`config.mk`:
```
export PLATFORM = sky130hd
export DESIGN_NAME = nec_ir_pulse_decoder_unit
export DESIGN_NICKNAME = d
export VERILOG_FILES = /design/src/design/nirp_pkg.sv /design/src/design/nec_ir_pulse_decoder_unit.sv /design/src/design/nirp_front.sv /design/src/design/nirp_queue.sv /design/src/design/nirp_back.sv
export SDC_FILE = /design/constraint.sdc
export NUM_CORES = 1
export LEC_CHECK = 0
export BUFFER_PORTS_ARGS = -buffer_cell sky130_fd_sc_hd__buf_2
export CAP_MARGIN = 20
export CORE_MARGIN = 2
export CORE_UTILIZATION = 60
export DETAILED_ROUTE_END_ITERATION = 7
export PLACE_DENSITY = 0.79
export SYNTH_ARGS = -nofsm -noshare
export SYNTH_HDL_FRONTEND = slang
export SYNTH_HIERARCHICAL = 1
export SYNTH_SLANG_ARGS = --single-unit
```
`constraint.sdc`:
```
create_clock -name clk -period 5.8 [get_ports clk]
set_input_delay 0.87 -clock clk [delete_from_list [all_inputs] [get_ports clk]]
set_output_delay 0.87 -clock clk [all_outputs]
set_load 0.02 [all_outputs]
```
`src/design/nirp_pkg.sv`:
```
// nirp_pkg: shared types, register indexes and constants for the NEC IR pulse decoder
// no dependencies; imported by every module of the block
package nirp_pkg;

  // code length and derived widths
  localparam int CODE_BITS = 32;
  localparam int KEY_W     = 32;
  localparam int LEN_W     = 16;
  localparam int BIT_CNT_W = $clog2(CODE_BITS + 1);

  // classification queue between front and back
  localparam int Q_DEPTH = 2;
  localparam int Q_AW    = (Q_DEPTH > 1) ? $clog2(Q_DEPTH) : 1;
  localparam int Q_CW    = $clog2(Q_DEPTH + 1);

  // configuration register indexes
  localparam int NUM_REGS  = 7;
  localparam int CFG_IDX_W = 3;
  localparam logic [CFG_IDX_W-1:0] REG_LEADER_LOW_MIN   = 3'd0;
  localparam logic [CFG_IDX_W-1:0] REG_LEADER_LOW_MAX   = 3'd1;
  localparam logic [CFG_IDX_W-1:0] REG_REPEAT_SPACE_MIN = 3'd2;
  localparam logic [CFG_IDX_W-1:0] REG_REPEAT_SPACE_MAX = 3'd3;
  localparam logic [CFG_IDX_W-1:0] REG_START_SPACE_MIN  = 3'd4;
  localparam logic [CFG_IDX_W-1:0] REG_START_SPACE_MAX  = 3'd5;
  localparam logic [CFG_IDX_W-1:0] REG_ONE_BIT_THRESH   = 3'd6;

  // register reset values, microseconds
  localparam logic [LEN_W-1:0] RST_LEADER_LOW_MIN   = 16'd8000;
  localparam logic [LEN_W-1:0] RST_LEADER_LOW_MAX   = 16'd10000;
  localparam logic [LEN_W-1:0] RST_REPEAT_SPACE_MIN = 16'd2000;
  localparam logic [LEN_W-1:0] RST_REPEAT_SPACE_MAX = 16'd2500;
  localparam logic [LEN_W-1:0] RST_START_SPACE_MIN  = 16'd4000;
  localparam logic [LEN_W-1:0] RST_START_SPACE_MAX  = 16'd5000;
  localparam logic [LEN_W-1:0] RST_ONE_BIT_THRESH   = 16'd1000;

  // frame status codes
  localparam logic [1:0] ST_NEW    = 2'd0;
  localparam logic [1:0] ST_REPEAT = 2'd1;
  localparam logic [1:0] ST_BAD    = 2'd2;

  // input word
  typedef struct packed {
    logic             pulse_level;
    logic [LEN_W-1:0] pulse_length;
  } in_word_t;

  // result word
  typedef struct packed {
    logic [1:0]       frame_status;
    logic [KEY_W-1:0] key_code;
  } out_word_t;

  // classified pulse handed from front to back
  typedef struct packed {
    logic level;
    logic leader_win;
    logic repeat_win;
    logic start_win;
    logic one_bit;
  } pulse_class_t;

  // queue handshake toward the back
  typedef struct packed {
    logic         valid;
    pulse_class_t word;
  } q_head_t;

  // decoder phase, one-hot
  typedef enum logic [2:0] {
    PH_IDLE   = 3'b001,
    PH_LEADER = 3'b010,
    PH_DATA   = 3'b100
  } phase_t;

endpackage

```
`src/design/nec_ir_pulse_decoder_unit.sv`:
```
// NEC IR pulse decoder, top level: one measured pulse in per word, at most one frame result out.
// The block takes one pulse word every clock cycle while the queue has room. The front compares
// the pulse length with the timing windows in the same cycle it accepts the word and writes the
// result into a two-entry queue; the back runs the frame state machine on one queued pulse per
// cycle unless the output stalls and loads the result register. The input stalls only when the
// queue is full, which happens only after a stalled output has held the result register.
// Configuration writes take effect on the next cycle.
// depends on nirp_pkg, nirp_front, nirp_queue, nirp_back
module nec_ir_pulse_decoder_unit import nirp_pkg::*; (
  input  logic                 clk,
  input  logic                 rst_n,
  input  logic                 cfg_we,
  input  logic [CFG_IDX_W-1:0] cfg_index,
  input  logic [LEN_W-1:0]     cfg_wdata,
  input  logic                 in_valid,
  output logic                 in_ready,
  input  in_word_t             in_word,
  output logic                 out_valid,
  input  logic                 out_ready,
  output out_word_t            out_word
);

  logic         cls_valid;
  logic         cls_ready;
  pulse_class_t cls_word;
  q_head_t      q_head;
  logic         q_pop;

  // classify
  nirp_front u_front (
    .clk       (clk),
    .rst_n     (rst_n),
    .cfg_we    (cfg_we),
    .cfg_index (cfg_index),
    .cfg_wdata (cfg_wdata),
    .in_valid  (in_valid),
    .in_ready  (in_ready),
    .in_word   (in_word),
    .cls_valid (cls_valid),
    .cls_ready (cls_ready),
    .cls_word  (cls_word)
  );

  // decouple
  nirp_queue u_queue (
    .clk        (clk),
    .rst_n      (rst_n),
    .push_valid (cls_valid),
    .push_ready (cls_ready),
    .push_word  (cls_word),
    .head       (q_head),
    .pop        (q_pop)
  );

  // decode frames
  nirp_back u_back (
    .clk       (clk),
    .rst_n     (rst_n),
    .head      (q_head),
    .pop       (q_pop),
    .out_valid (out_valid),
    .out_ready (out_ready),
    .out_word  (out_word)
  );

endmodule

```
`src/design/nirp_front.sv`:
```
// nirp_front: configuration registers and pulse classification against the timing windows
// depends on nirp_pkg
module nirp_front import nirp_pkg::*; (
  input  logic                 clk,
  input  logic                 rst_n,
  input  logic                 cfg_we,
  input  logic [CFG_IDX_W-1:0] cfg_index,
  input  logic [LEN_W-1:0]     cfg_wdata,
  input  logic                 in_valid,
  output logic                 in_ready,
  input  in_word_t             in_word,
  output logic                 cls_valid,
  input  logic                 cls_ready,
  output pulse_class_t         cls_word
);

  logic [LEN_W-1:0] leader_min_r, leader_max_r;
  logic [LEN_W-1:0] repeat_min_r, repeat_max_r;
  logic [LEN_W-1:0] start_min_r, start_max_r;
  logic [LEN_W-1:0] one_thresh_r;
  logic [LEN_W-1:0] len;

  // register file, writes beyond the list are dropped
  always_ff @(posedge clk) begin
    if (!rst_n) begin
      leader_min_r <= RST_LEADER_LOW_MIN;
      leader_max_r <= RST_LEADER_LOW_MAX;
      repeat_min_r <= RST_REPEAT_SPACE_MIN;
      repeat_max_r <= RST_REPEAT_SPACE_MAX;
      start_min_r  <= RST_START_SPACE_MIN;
      start_max_r  <= RST_START_SPACE_MAX;
      one_thresh_r <= RST_ONE_BIT_THRESH;
    end else if (cfg_we) begin
      case (cfg_index)
        REG_LEADER_LOW_MIN:   leader_min_r <= cfg_wdata;
        REG_LEADER_LOW_MAX:   leader_max_r <= cfg_wdata;
        REG_REPEAT_SPACE_MIN: repeat_min_r <= cfg_wdata;
        REG_REPEAT_SPACE_MAX: repeat_max_r <= cfg_wdata;
        REG_START_SPACE_MIN:  start_min_r  <= cfg_wdata;
        REG_START_SPACE_MAX:  start_max_r  <= cfg_wdata;
        REG_ONE_BIT_THRESH:   one_thresh_r <= cfg_wdata;
        default: ;
      endcase
    end
  end

  // window compares
  assign len = in_word.pulse_length;

  always_comb begin
    cls_word.level      = in_word.pulse_level;
    cls_word.leader_win = (len >= leader_min_r) && (len <= leader_max_r);
    cls_word.repeat_win = (len >  repeat_min_r) && (len <  repeat_max_r);
    cls_word.start_win  = (len >= start_min_r)  && (len <= start_max_r);
    cls_word.one_bit    = (len >  one_thresh_r);
  end

  // handshake follows queue space
  assign cls_valid = in_valid;
  assign in_ready  = cls_ready;

endmodule

```
`src/design/nirp_queue.sv`:
```
// nirp_queue: short fifo of classified pulses between front and back
// depends on nirp_pkg
module nirp_queue import nirp_pkg::*; (
  input  logic         clk,
  input  logic         rst_n,
  input  logic         push_valid,
  output logic         push_ready,
  input  pulse_class_t push_word,
  output q_head_t      head,
  input  logic         pop
);

  pulse_class_t          entry_r [Q_DEPTH];
  logic [Q_AW-1:0]       wr_ptr_r, wr_ptr_nxt;
  logic [Q_AW-1:0]       rd_ptr_r, rd_ptr_nxt;
  logic [Q_CW-1:0]       count_r, count_nxt;
  logic                  do_push, do_pop;

  assign push_ready = (count_r != Q_CW'(Q_DEPTH));
  assign do_push    = push_valid && push_ready;
  assign do_pop     = pop && (count_r != '0);

  assign head.valid = (count_r != '0);
  assign head.word  = entry_r[rd_ptr_r];

  // pointer and fill count update
  always_comb begin
    wr_ptr_nxt = wr_ptr_r;
    rd_ptr_nxt = rd_ptr_r;
    count_nxt  = count_r;
    if (do_push) begin
      wr_ptr_nxt = (wr_ptr_r == Q_AW'(Q_DEPTH - 1)) ? '0 : wr_ptr_r + 1'b1;
    end
    if (do_pop) begin
      rd_ptr_nxt = (rd_ptr_r == Q_AW'(Q_DEPTH - 1)) ? '0 : rd_ptr_r + 1'b1;
    end
    if (do_push && !do_pop) begin
      count_nxt = count_r + 1'b1;
    end else if (do_pop && !do_push) begin
      count_nxt = count_r - 1'b1;
    end
  end

  always_ff @(posedge clk) begin
    if (!rst_n) begin
      wr_ptr_r <= '0;
      rd_ptr_r <= '0;
      count_r  <= '0;
    end else begin
      wr_ptr_r <= wr_ptr_nxt;
      rd_ptr_r <= rd_ptr_nxt;
      count_r  <= count_nxt;
    end
  end

  // entry storage
  always_ff @(posedge clk) begin
    if (do_push) begin
      entry_r[wr_ptr_r] <= push_word;
    end
  end

endmodule

```
`src/design/nirp_back.sv`:
```
// nirp_back: frame state machine, bit shifter and result register
// depends on nirp_pkg
module nirp_back import nirp_pkg::*; (
  input  logic      clk,
  input  logic      rst_n,
  input  q_head_t   head,
  output logic      pop,
  output logic      out_valid,
  input  logic      out_ready,
  output out_word_t out_word
);

  phase_t                 phase_r, phase_nxt;
  logic [BIT_CNT_W-1:0]   bits_r, bits_nxt, bits_inc;
  logic [KEY_W-1:0]       shift_r, shift_nxt, shift_in;
  logic [KEY_W-1:0]       last_r, last_nxt;
  logic                   out_valid_r, out_valid_nxt;
  out_word_t              out_word_r, out_word_nxt;
  logic                   emit;
  out_word_t              emit_word;
  pulse_class_t           c;

  // take a pulse whenever the result register is free or draining
  assign pop = head.valid && (!out_valid_r || out_ready);
  assign c   = head.word;

  assign bits_inc = bits_r + 1'b1;
  assign shift_in = {shift_r[KEY_W-2:0], c.one_bit};

  // frame decode
  always_comb begin
    phase_nxt = phase_r;
    bits_nxt  = bits_r;
    shift_nxt = shift_r;
    last_nxt  = last_r;
    emit      = 1'b0;
    emit_word = '{frame_status: ST_NEW, key_code: '0};
    if (pop) begin
      case (phase_r)
        PH_LEADER: begin
          if (!c.level) begin
            phase_nxt = c.leader_win ? PH_LEADER : PH_IDLE;
          end else if (c.repeat_win) begin
            phase_nxt = PH_IDLE;
            emit      = 1'b1;
            emit_word = '{frame_status: ST_REPEAT, key_code: last_r};
          end else if (c.start_win) begin
            phase_nxt = PH_DATA;
            bits_nxt  = '0;
            shift_nxt = '0;
          end else begin
            phase_nxt = PH_IDLE;
            emit      = 1'b1;
            emit_word = '{frame_status: ST_BAD, key_code: '0};
          end
        end
        PH_DATA: begin
          if (c.level) begin
            shift_nxt = shift_in;
            if (bits_inc >= BIT_CNT_W'(CODE_BITS)) begin
              last_nxt  = shift_in;
              phase_nxt = PH_IDLE;
              bits_nxt  = '0;
              emit      = 1'b1;
              emit_word = '{frame_status: ST_NEW, key_code: shift_in};
            end else begin
              bits_nxt = bits_inc;
            end
          end
        end
        default: begin
          phase_nxt = (!c.level && c.leader_win) ? PH_LEADER : PH_IDLE;
        end
      endcase
    end
  end

  // result register
  always_comb begin
    out_valid_nxt = out_valid_r;
    out_word_nxt  = out_word_r;
    if (emit) begin
      out_valid_nxt = 1'b1;
      out_word_nxt  = emit_word;
    end else if (out_ready) begin
      out_valid_nxt = 1'b0;
    end
  end

  always_ff @(posedge clk) begin
    if (!rst_n) begin
      phase_r     <= PH_IDLE;
      bits_r      <= '0;
      shift_r     <= '0;
      last_r      <= '0;
      out_valid_r <= 1'b0;
    end else begin
      phase_r     <= phase_nxt;
      bits_r      <= bits_nxt;
      shift_r     <= shift_nxt;
      last_r      <= last_nxt;
      out_valid_r <= out_valid_nxt;
    end
  end

  always_ff @(posedge clk) begin
    out_word_r <= out_word_nxt;
  end

  assign out_valid = out_valid_r;
  assign out_word  = out_word_r;

endmodule

```
==> results.cfg, run 1 <==
[synth]
syn_area_um2 = 11600
syn_nets = 1463
synth_area_per_cell_um2 = 8.90
synth_fa_ha_area_frac = 0.121
yosysSeqAreaShare = 0.440
ys.flop_type = dfxtp_1
synth_enable_flop_cells = 44
synth_top_family_by_area = simple AND/OR/NAND/NOR gates
synthMuxAreaShare = 0.0323
synthCells = 1309
async_reset_ff_frac = 0
synth_xor_area_frac = 0.00226
ys.warnings.count = 6
synth_compound_area_frac = 0.170
synth.area.top_cells = dfxtp_1 (33%), ha_1 (12%), edfxtp_1 (11%)
yosysTopAreaCell = dfxtp_1
synth_top_area_share = 0.327
synth_simple_gate_area_share = 0.171
synth_cell_type_count = 61
synth-seq-cells = 234

[floorplan]
ioPinCount = 77
die_h_um = 143
row_count = 50
start_util = 0.616
dieArea_um2 = 20500
dieWidth_um = 143
core_um2 = 18900

[setup_path]
start_kind = flip-flop
path_class = reg -> reg
cp_max_fo = 33
cp-end-kind = flip-flop
cp_data_arrival_time_ps = 2780
worstPathRequired_ps = 6020

[sta]
slew_violations = 0
setup_violations = 0
period_share = 0.440
hold_viol_final = 0
relSlewSlack = 0.282
finalWorstSetupSlack_ps = 3250
period_minus_slack_ps = 2550
grt_setup_unrepaired = no
fin_tns_setup_ps = 0
max_freq_mhz = 392
worst_pin_slew_ps = 1070
clock_skew_ps = 9.43

[drt]
viasPerCell = 5.80
drt_iter0_markers = 617
wl_mm = 28.4
dr.pass1.iters = 5
wl_per_cell_um = 17.2
detail-route-antenna-nets = 0
vias = 9553
drcViolationCount = 0

[cells_and_area]
finalNetCount = 1519
drive_gt1_frac = 0.111
fin_cells = 1646
syn_to_final_growth_pct = 12.9

[placement]
dp_cells = 1597
place.gp.congestion = 0.934
post-place-ws_ps = 3090
dp_hpwl_mm = 18.7
io_buffers = 76

[global_route]
grt_remaining_overflow = 0
grt_max_degree = 122
grt_pass1_vias = 9227
antenna_found_initial = 4
grt_pass1_wl_mm = 46.0
grtUsageTotal = 0.278

[run]
cap_violations = 0

[cts]
cts_max_path_buffers = 3
cts_setup_buffers = 0
cts_sinks = 234
cts_inserted_buffers = 25
cts_resized = 0
clk_latency_ps = 530
ctsHoldBuffers = 0
path_clk_slew_ps = 60
cts_root_buf = clkbuf_16
cts_tree = built
htree_levels = 1

[power_and_ir_drop]
power.density_nw_per_um2 = 294
vdd_drop_max_uv = 259
leakage_nw = 5.20
power_w = 0.00386

[outcome]
outcome = finished clean

[worst_hold_path]
hold_path_class = reg -> reg
[critical path: stages, from the launching register on]
cell	delay, ps
dfxtp_1	410
nand3_2	140
or3_4	430
a21oi_2	140
buf_4	360
o21ai_0	200
inv_1	310
buf_16	230
[kinds of logic after synthesis]
family / Yosys count
xor gates and xnor gates: 3
muxes: 37
DFF: 234
buffers and inverters: 180
AOI/OAI and AO/OA: 289
and+or+nand+nor: 453
adders and majority gates: 113
[layout by cell type (no fill, tap or decap), types with 12 or more instances in the layout]
cell type,count
a21boi_0,58
a21boi_1,17
a21o_1,13
a21oi_1,69
a22oi_1,32
buf_2,75
buf_4,15
clkbuf_16,29
dfxtp_1,190
edfxtp_1,44
ha_1,113
inv_1,116
mux2i_1,32
nand2_1,241
nand3_1,48
nand4_1,22
nor2_1,84
nor2b_1,12
o211ai_1,42
o21ai_0,18
[per-layer routing]
| metal | GRT usage | part of all wire |
|---|---|---|
| met5 | 0 | 0.00067 |
| met4 | 0.100 | 0.034 |
| met3 | 0.0393 | 0.061 |
| met2 | 0.473 | 0.48 |
| met1 | 0.363 | 0.43 |
[final cells by class]
class	count	area [um^2]
diodes	3	7.51
well taps	260	325
fillers	1461	5740
inverters	117	439
clock buffers	37	796
multi-input cells	895	5820
repair buffers	92	543
clock inverters	8	98.8
flip-flops and latches	234	5120
[per-stage QoR]
step | hold slack [ps] | util | area, um^2
global placement | 441 | 0.645 | 12200
global route | 472 | 0.696 | 13100
CTS | 454 | 0.694 | 13100
detailed placement | 446 | 0.647 | 12200
finish | 456 | 0.696 | 13200
floorplan | 435 | - | 11600
[power breakdown]
group / leakage (nW) / switching (W) / internal [W] / total (W)
sequential: 2.02 / 0.0000341 / 0.00171 / 0.00174
clock: 0.444 / 0.000655 / 0.00104 / 0.00170
combinational: 2.74 / 0.000262 / 0.000163 / 0.000425
total: 5.20 / 0.000952 / 0.00291 / 0.00386
[state kept, by name, summed over array words and instances (netlist names), named ones only]
name                  flops
u_front/repeat_min_r     16
u_front/repeat_max_r     16
u_front/leader_min_r     16
u_back/shift_r           31
u_back/bits_r             6
u_front/one_thresh_r     16
u_front/start_max_r      16
u_front/leader_max_r     16
u_queue/entry_r          10
u_queue/count_r           2
u_front/start_min_r      16
u_queue/wr_ptr_r          1
u_back/phase_r            3
u_queue/rd_ptr_r          1
u_back/out_valid          1
u_back/out_word          34
u_back/last_r            32
[cell usage after synthesis (8+ instances only)]
cell type	count
nand4_1	22
clkbuf_1	43
nand3_1	48
nor2_1	85
nand2_1	241
a21boi_1	17
dfxtp_1	190
o211ai_1	42
nor2b_1	12
buf_2	13
o21ai_0	18
edfxtp_1	44
a22oi_1	32
a21o_1	13
mux2i_1	32
ha_1	113
a211oi_1	9
and2_1	8
inv_1	116
a21boi_0	58
a21oi_1	70
[worst paths after layout]
path / slack [ps] / cells past startpoint / startpoint / end
max: 3250 / 7 / u_back/bits_r[2]$_SDFFE_PN0P_ / u_back/out_word[29]$_SDFFCE_PN0P_
min: 460 / 2 / u_front/repeat_max_r[12]$_SDFFE_PN0P_ / u_front/repeat_max_r[12]$_SDFFE_PN0P_
max reg2reg: 3250 / 7 / u_back/bits_r[2]$_SDFFE_PN0P_ / u_back/out_word[29]$_SDFFCE_PN0P_
min reg2reg: 460 / 2 / u_front/repeat_max_r[12]$_SDFFE_PN0P_ / u_front/repeat_max_r[12]$_SDFFE_PN0P_
(Power assumes the default switching activity.)
==> inputs of run 2 (changes only) <==
ABC_AREA = 1   (was unset)
CORE_UTILIZATION = 55   (was 60)
PLACE_DENSITY = 0.76   (was 0.79)
clock period = 2.1 ns   (was 5.8 ns; I/O delays follow)
==> results.cfg, run 2 <==
[placement]
place.gp.congestion = 0.875
dp_hpwl_mm = 19.2
post-place-ws_ps = 95.0
io_buffers = 76
dp_cells = 1891

[floorplan]
core_um2 = 21600
dieArea_um2 = 23100
row_count = 54
ioPinCount = 77
dieWidth_um = 152
start_util = 0.556
die_h_um = 152

[synth]
ys.warnings.count = 6
ys.flop_type = dfxtp_1
syn_nets = 1731
synth_cell_type_count = 31
synth_common_cells = nand2_1 (316), inv_1 (221), nor2_1 (214)
synth_area_per_cell_um2 = 7.62
yosysSeqAreaShare = 0.426
synth_enable_flop_cells = 44
synthCells = 1577
synth.area.top_cells = dfxtp_1 (32%), ha_1 (12%), edfxtp_1 (11%)
syn_area_um2 = 12000
synth_top_area_share = 0.316
yosysTopAreaCell = dfxtp_1
async_reset_ff_frac = 0
yosysMostFrequentCell = nand2_1
synth-seq-cells = 234

[cells_and_area]
largest_reg_flops = 34
drive_gt1_frac = 0.107
register_area_um2 = 5120
multi_input_area_um2 = 5640
fin_cells = 1940
fill_cells = 1848
syn_to_final_growth_pct = 12.6
finalNetCount = 1794
diodes = 0
mostFrequentLayoutCells = nand2_1 (316), inv_1 (220), nor2_1 (214)
final_common_cell = nand2_1

[drt]
dr.pass1.iters = 5
drt_iter0_markers = 645
vias = 10200
drcViolationCount = 0
detail-route-antenna-nets = 0
viasPerCell = 5.25
wl_mm = 28.1
wl_per_cell_um = 14.5

[setup_path]
cp-end-kind = flip-flop
critPathBufInv = 2
rr_endpoint = u_back/shift_r[3]$_SDFFE_PN0P_
start_kind = flip-flop
path_class = reg -> reg
regToRegSetupSlack_ps = 150
path_delay_family = simple AND/OR/NAND/NOR gates
crit_chain = mux2_2, inv_2, nand2_1, nor2_1, nand2_1, nand2_2, nand2_4, buf_6, o21ai_0, nor2_1
cp_max_fo = 38
worstPathRequired_ps = 2510
critPathMaxStageDelay_ps = 420
ff2ff_path_depth = 10
critPathSlowestCell = dfxtp_1
cp_data_arrival_time_ps = 2360

[worst_hold_path]
min_to = u_back/out_valid$_SDFFE_PN0P_
min_delay_path_depth = 4
hp-start = out_ready
hold_path_class = in -> reg

[cts]
cts_inserted_buffers = 26
clk_latency_ps = 520
path_clk_slew_ps = 60
cts_sinks = 234
cts_root_buf = clkbuf_16
cts_max_path_buffers = 3
htree_levels = 1
cts_tree = built
cts_setup_buffers = 0

[global_route]
grt_pass1_wl_mm = 46.7
grt_pass1_vias = 9712
grt_max_degree = 66
grtUsageTotal = 0.242
grt_remaining_overflow = 0
antenna_found_initial = 0

[sta]
fin_tns_setup_ps = 0
clock_skew_ps = 13.2
max_freq_mhz = 513
period_minus_slack_ps = 1950
finalWorstSetupSlack_ps = 150
hold_slack_ps = 90.0
slew_violations = 0
period_share = 0.929
setup_violations = 0
worst_pin_slew_ps = 630
relSlewSlack = 0.580
grt_setup_unrepaired = yes
hold_viol_final = 0

[power_and_ir_drop]
vdd_drop_max_uv = 660
power.density_nw_per_um2 = 845
leakage_nw = 6.10
power_w = 0.0114

[outcome]
outcome = finished clean

[run]
cap_violations = 0
-- run 2: changes by cell type after synthesis, moves of 17 or more --
cell / change
inv_1: +105
a21boi_0: -58
a21boi_1: -17
a21oi_1: +95
mux2i_1: -32
nand2_1: +75
o21ai_0: +86
nor2_1: +129
clkbuf_1: -19
a22oi_1: -32
-- run 2: cell type report --
| type | instances | share of cell area |
|---|---|---|
| clock inverters | 7 | 0.00508 |
| multi-input cells | 1044 | 0.417 |
| inverters | 234 | 0.0655 |
| repair buffers | 100 | 0.0470 |
| well taps | 280 | 0.0259 |
| flip-flops and latches | 234 | 0.379 |
| clock buffers | 41 | 0.0613 |
-- run 2: cell families after synthesis --
family / share of synthesized area
AOI/OAI and AO/OA: 0.145
adders and majority gates: 0.118
buffers and inverters: 0.104
DFF: 0.426
muxes: 0.00468
and+or+nand+nor: 0.202
-- run 2: what timing repair did --
action	CTS	global route
hold buffers	1	0
endpoints found under the setup margin	0	57
resized for setup	0	5
endpoints found under the hold margin	2	0
-- run 2: tightest hold or removal path, delay by kind of cell --
kind | cells | cell delay, ps
buffers and inverters | 2 | 110
and+or+nand+nor | 1 | 70
AOI/OAI and AO/OA | 1 | 60
-- run 2: stage by stage --
step | util | area (um^2)
floorplan | - | 12000
global placement | 0.584 | 12600
detailed placement | 0.584 | 12600
CTS | 0.626 | 13500
global route | 0.626 | 13500
finish | 0.626 | 13500
-- run 2: worst max path at each step --
| stage | start | end | slack (ps) | cells after the start |
|---|---|---|---|---|
| 2_1_floorplan | u_back/phase_r[1]$_SDFFE_PN0P_ | u_back/out_word[0]$_SDFFCE_PN0P_ | 110 | 7 |
| 3_3_place_gp | in_word[15] | u_queue/entry_r[0][1]$_DFFE_PP_ | 200 | 9 |
| 3_5_place_dp | flip-flop | u_back/shift_r[2]$_SDFFE_PN0P_ | 100 | 10 |
| 4_1_cts | flip-flop | u_back/shift_r[4]$_SDFFE_PN0P_ | 30 | 10 |
| 5_1_grt | flip-flop | u_back/shift_r[24]$_SDFFE_PN0P_ | -3 | 10 |
| 6_report | flip-flop | u_back/shift_r[3]$_SDFFE_PN0P_ | 150 | 10 |
-- run 2: layer usage --
metal / up-vias / GRT usage / part of all wire / routed length [um]
li1: 5205 / - / - / -
met1: 4670 / 0.322 / 0.45 / 12700
met2: 267 / 0.411 / 0.47 / 13100
met3: 52 / 0.0334 / 0.054 / 1510
met4: 0 / 0.0757 / 0.025 / 710
met5: - / 0 / 0 / 0
-- run 2: power breakdown --
| group | total, W | internal, W | switching (W) |
|---|---|---|---|
| logic | 0.00176 | 0.000598 | 0.00116 |
| registers | 0.00502 | 0.00488 | 0.000149 |
| clock network | 0.00465 | 0.00283 | 0.00182 |
| total | 0.0114 | 0.00831 | 0.00313 |
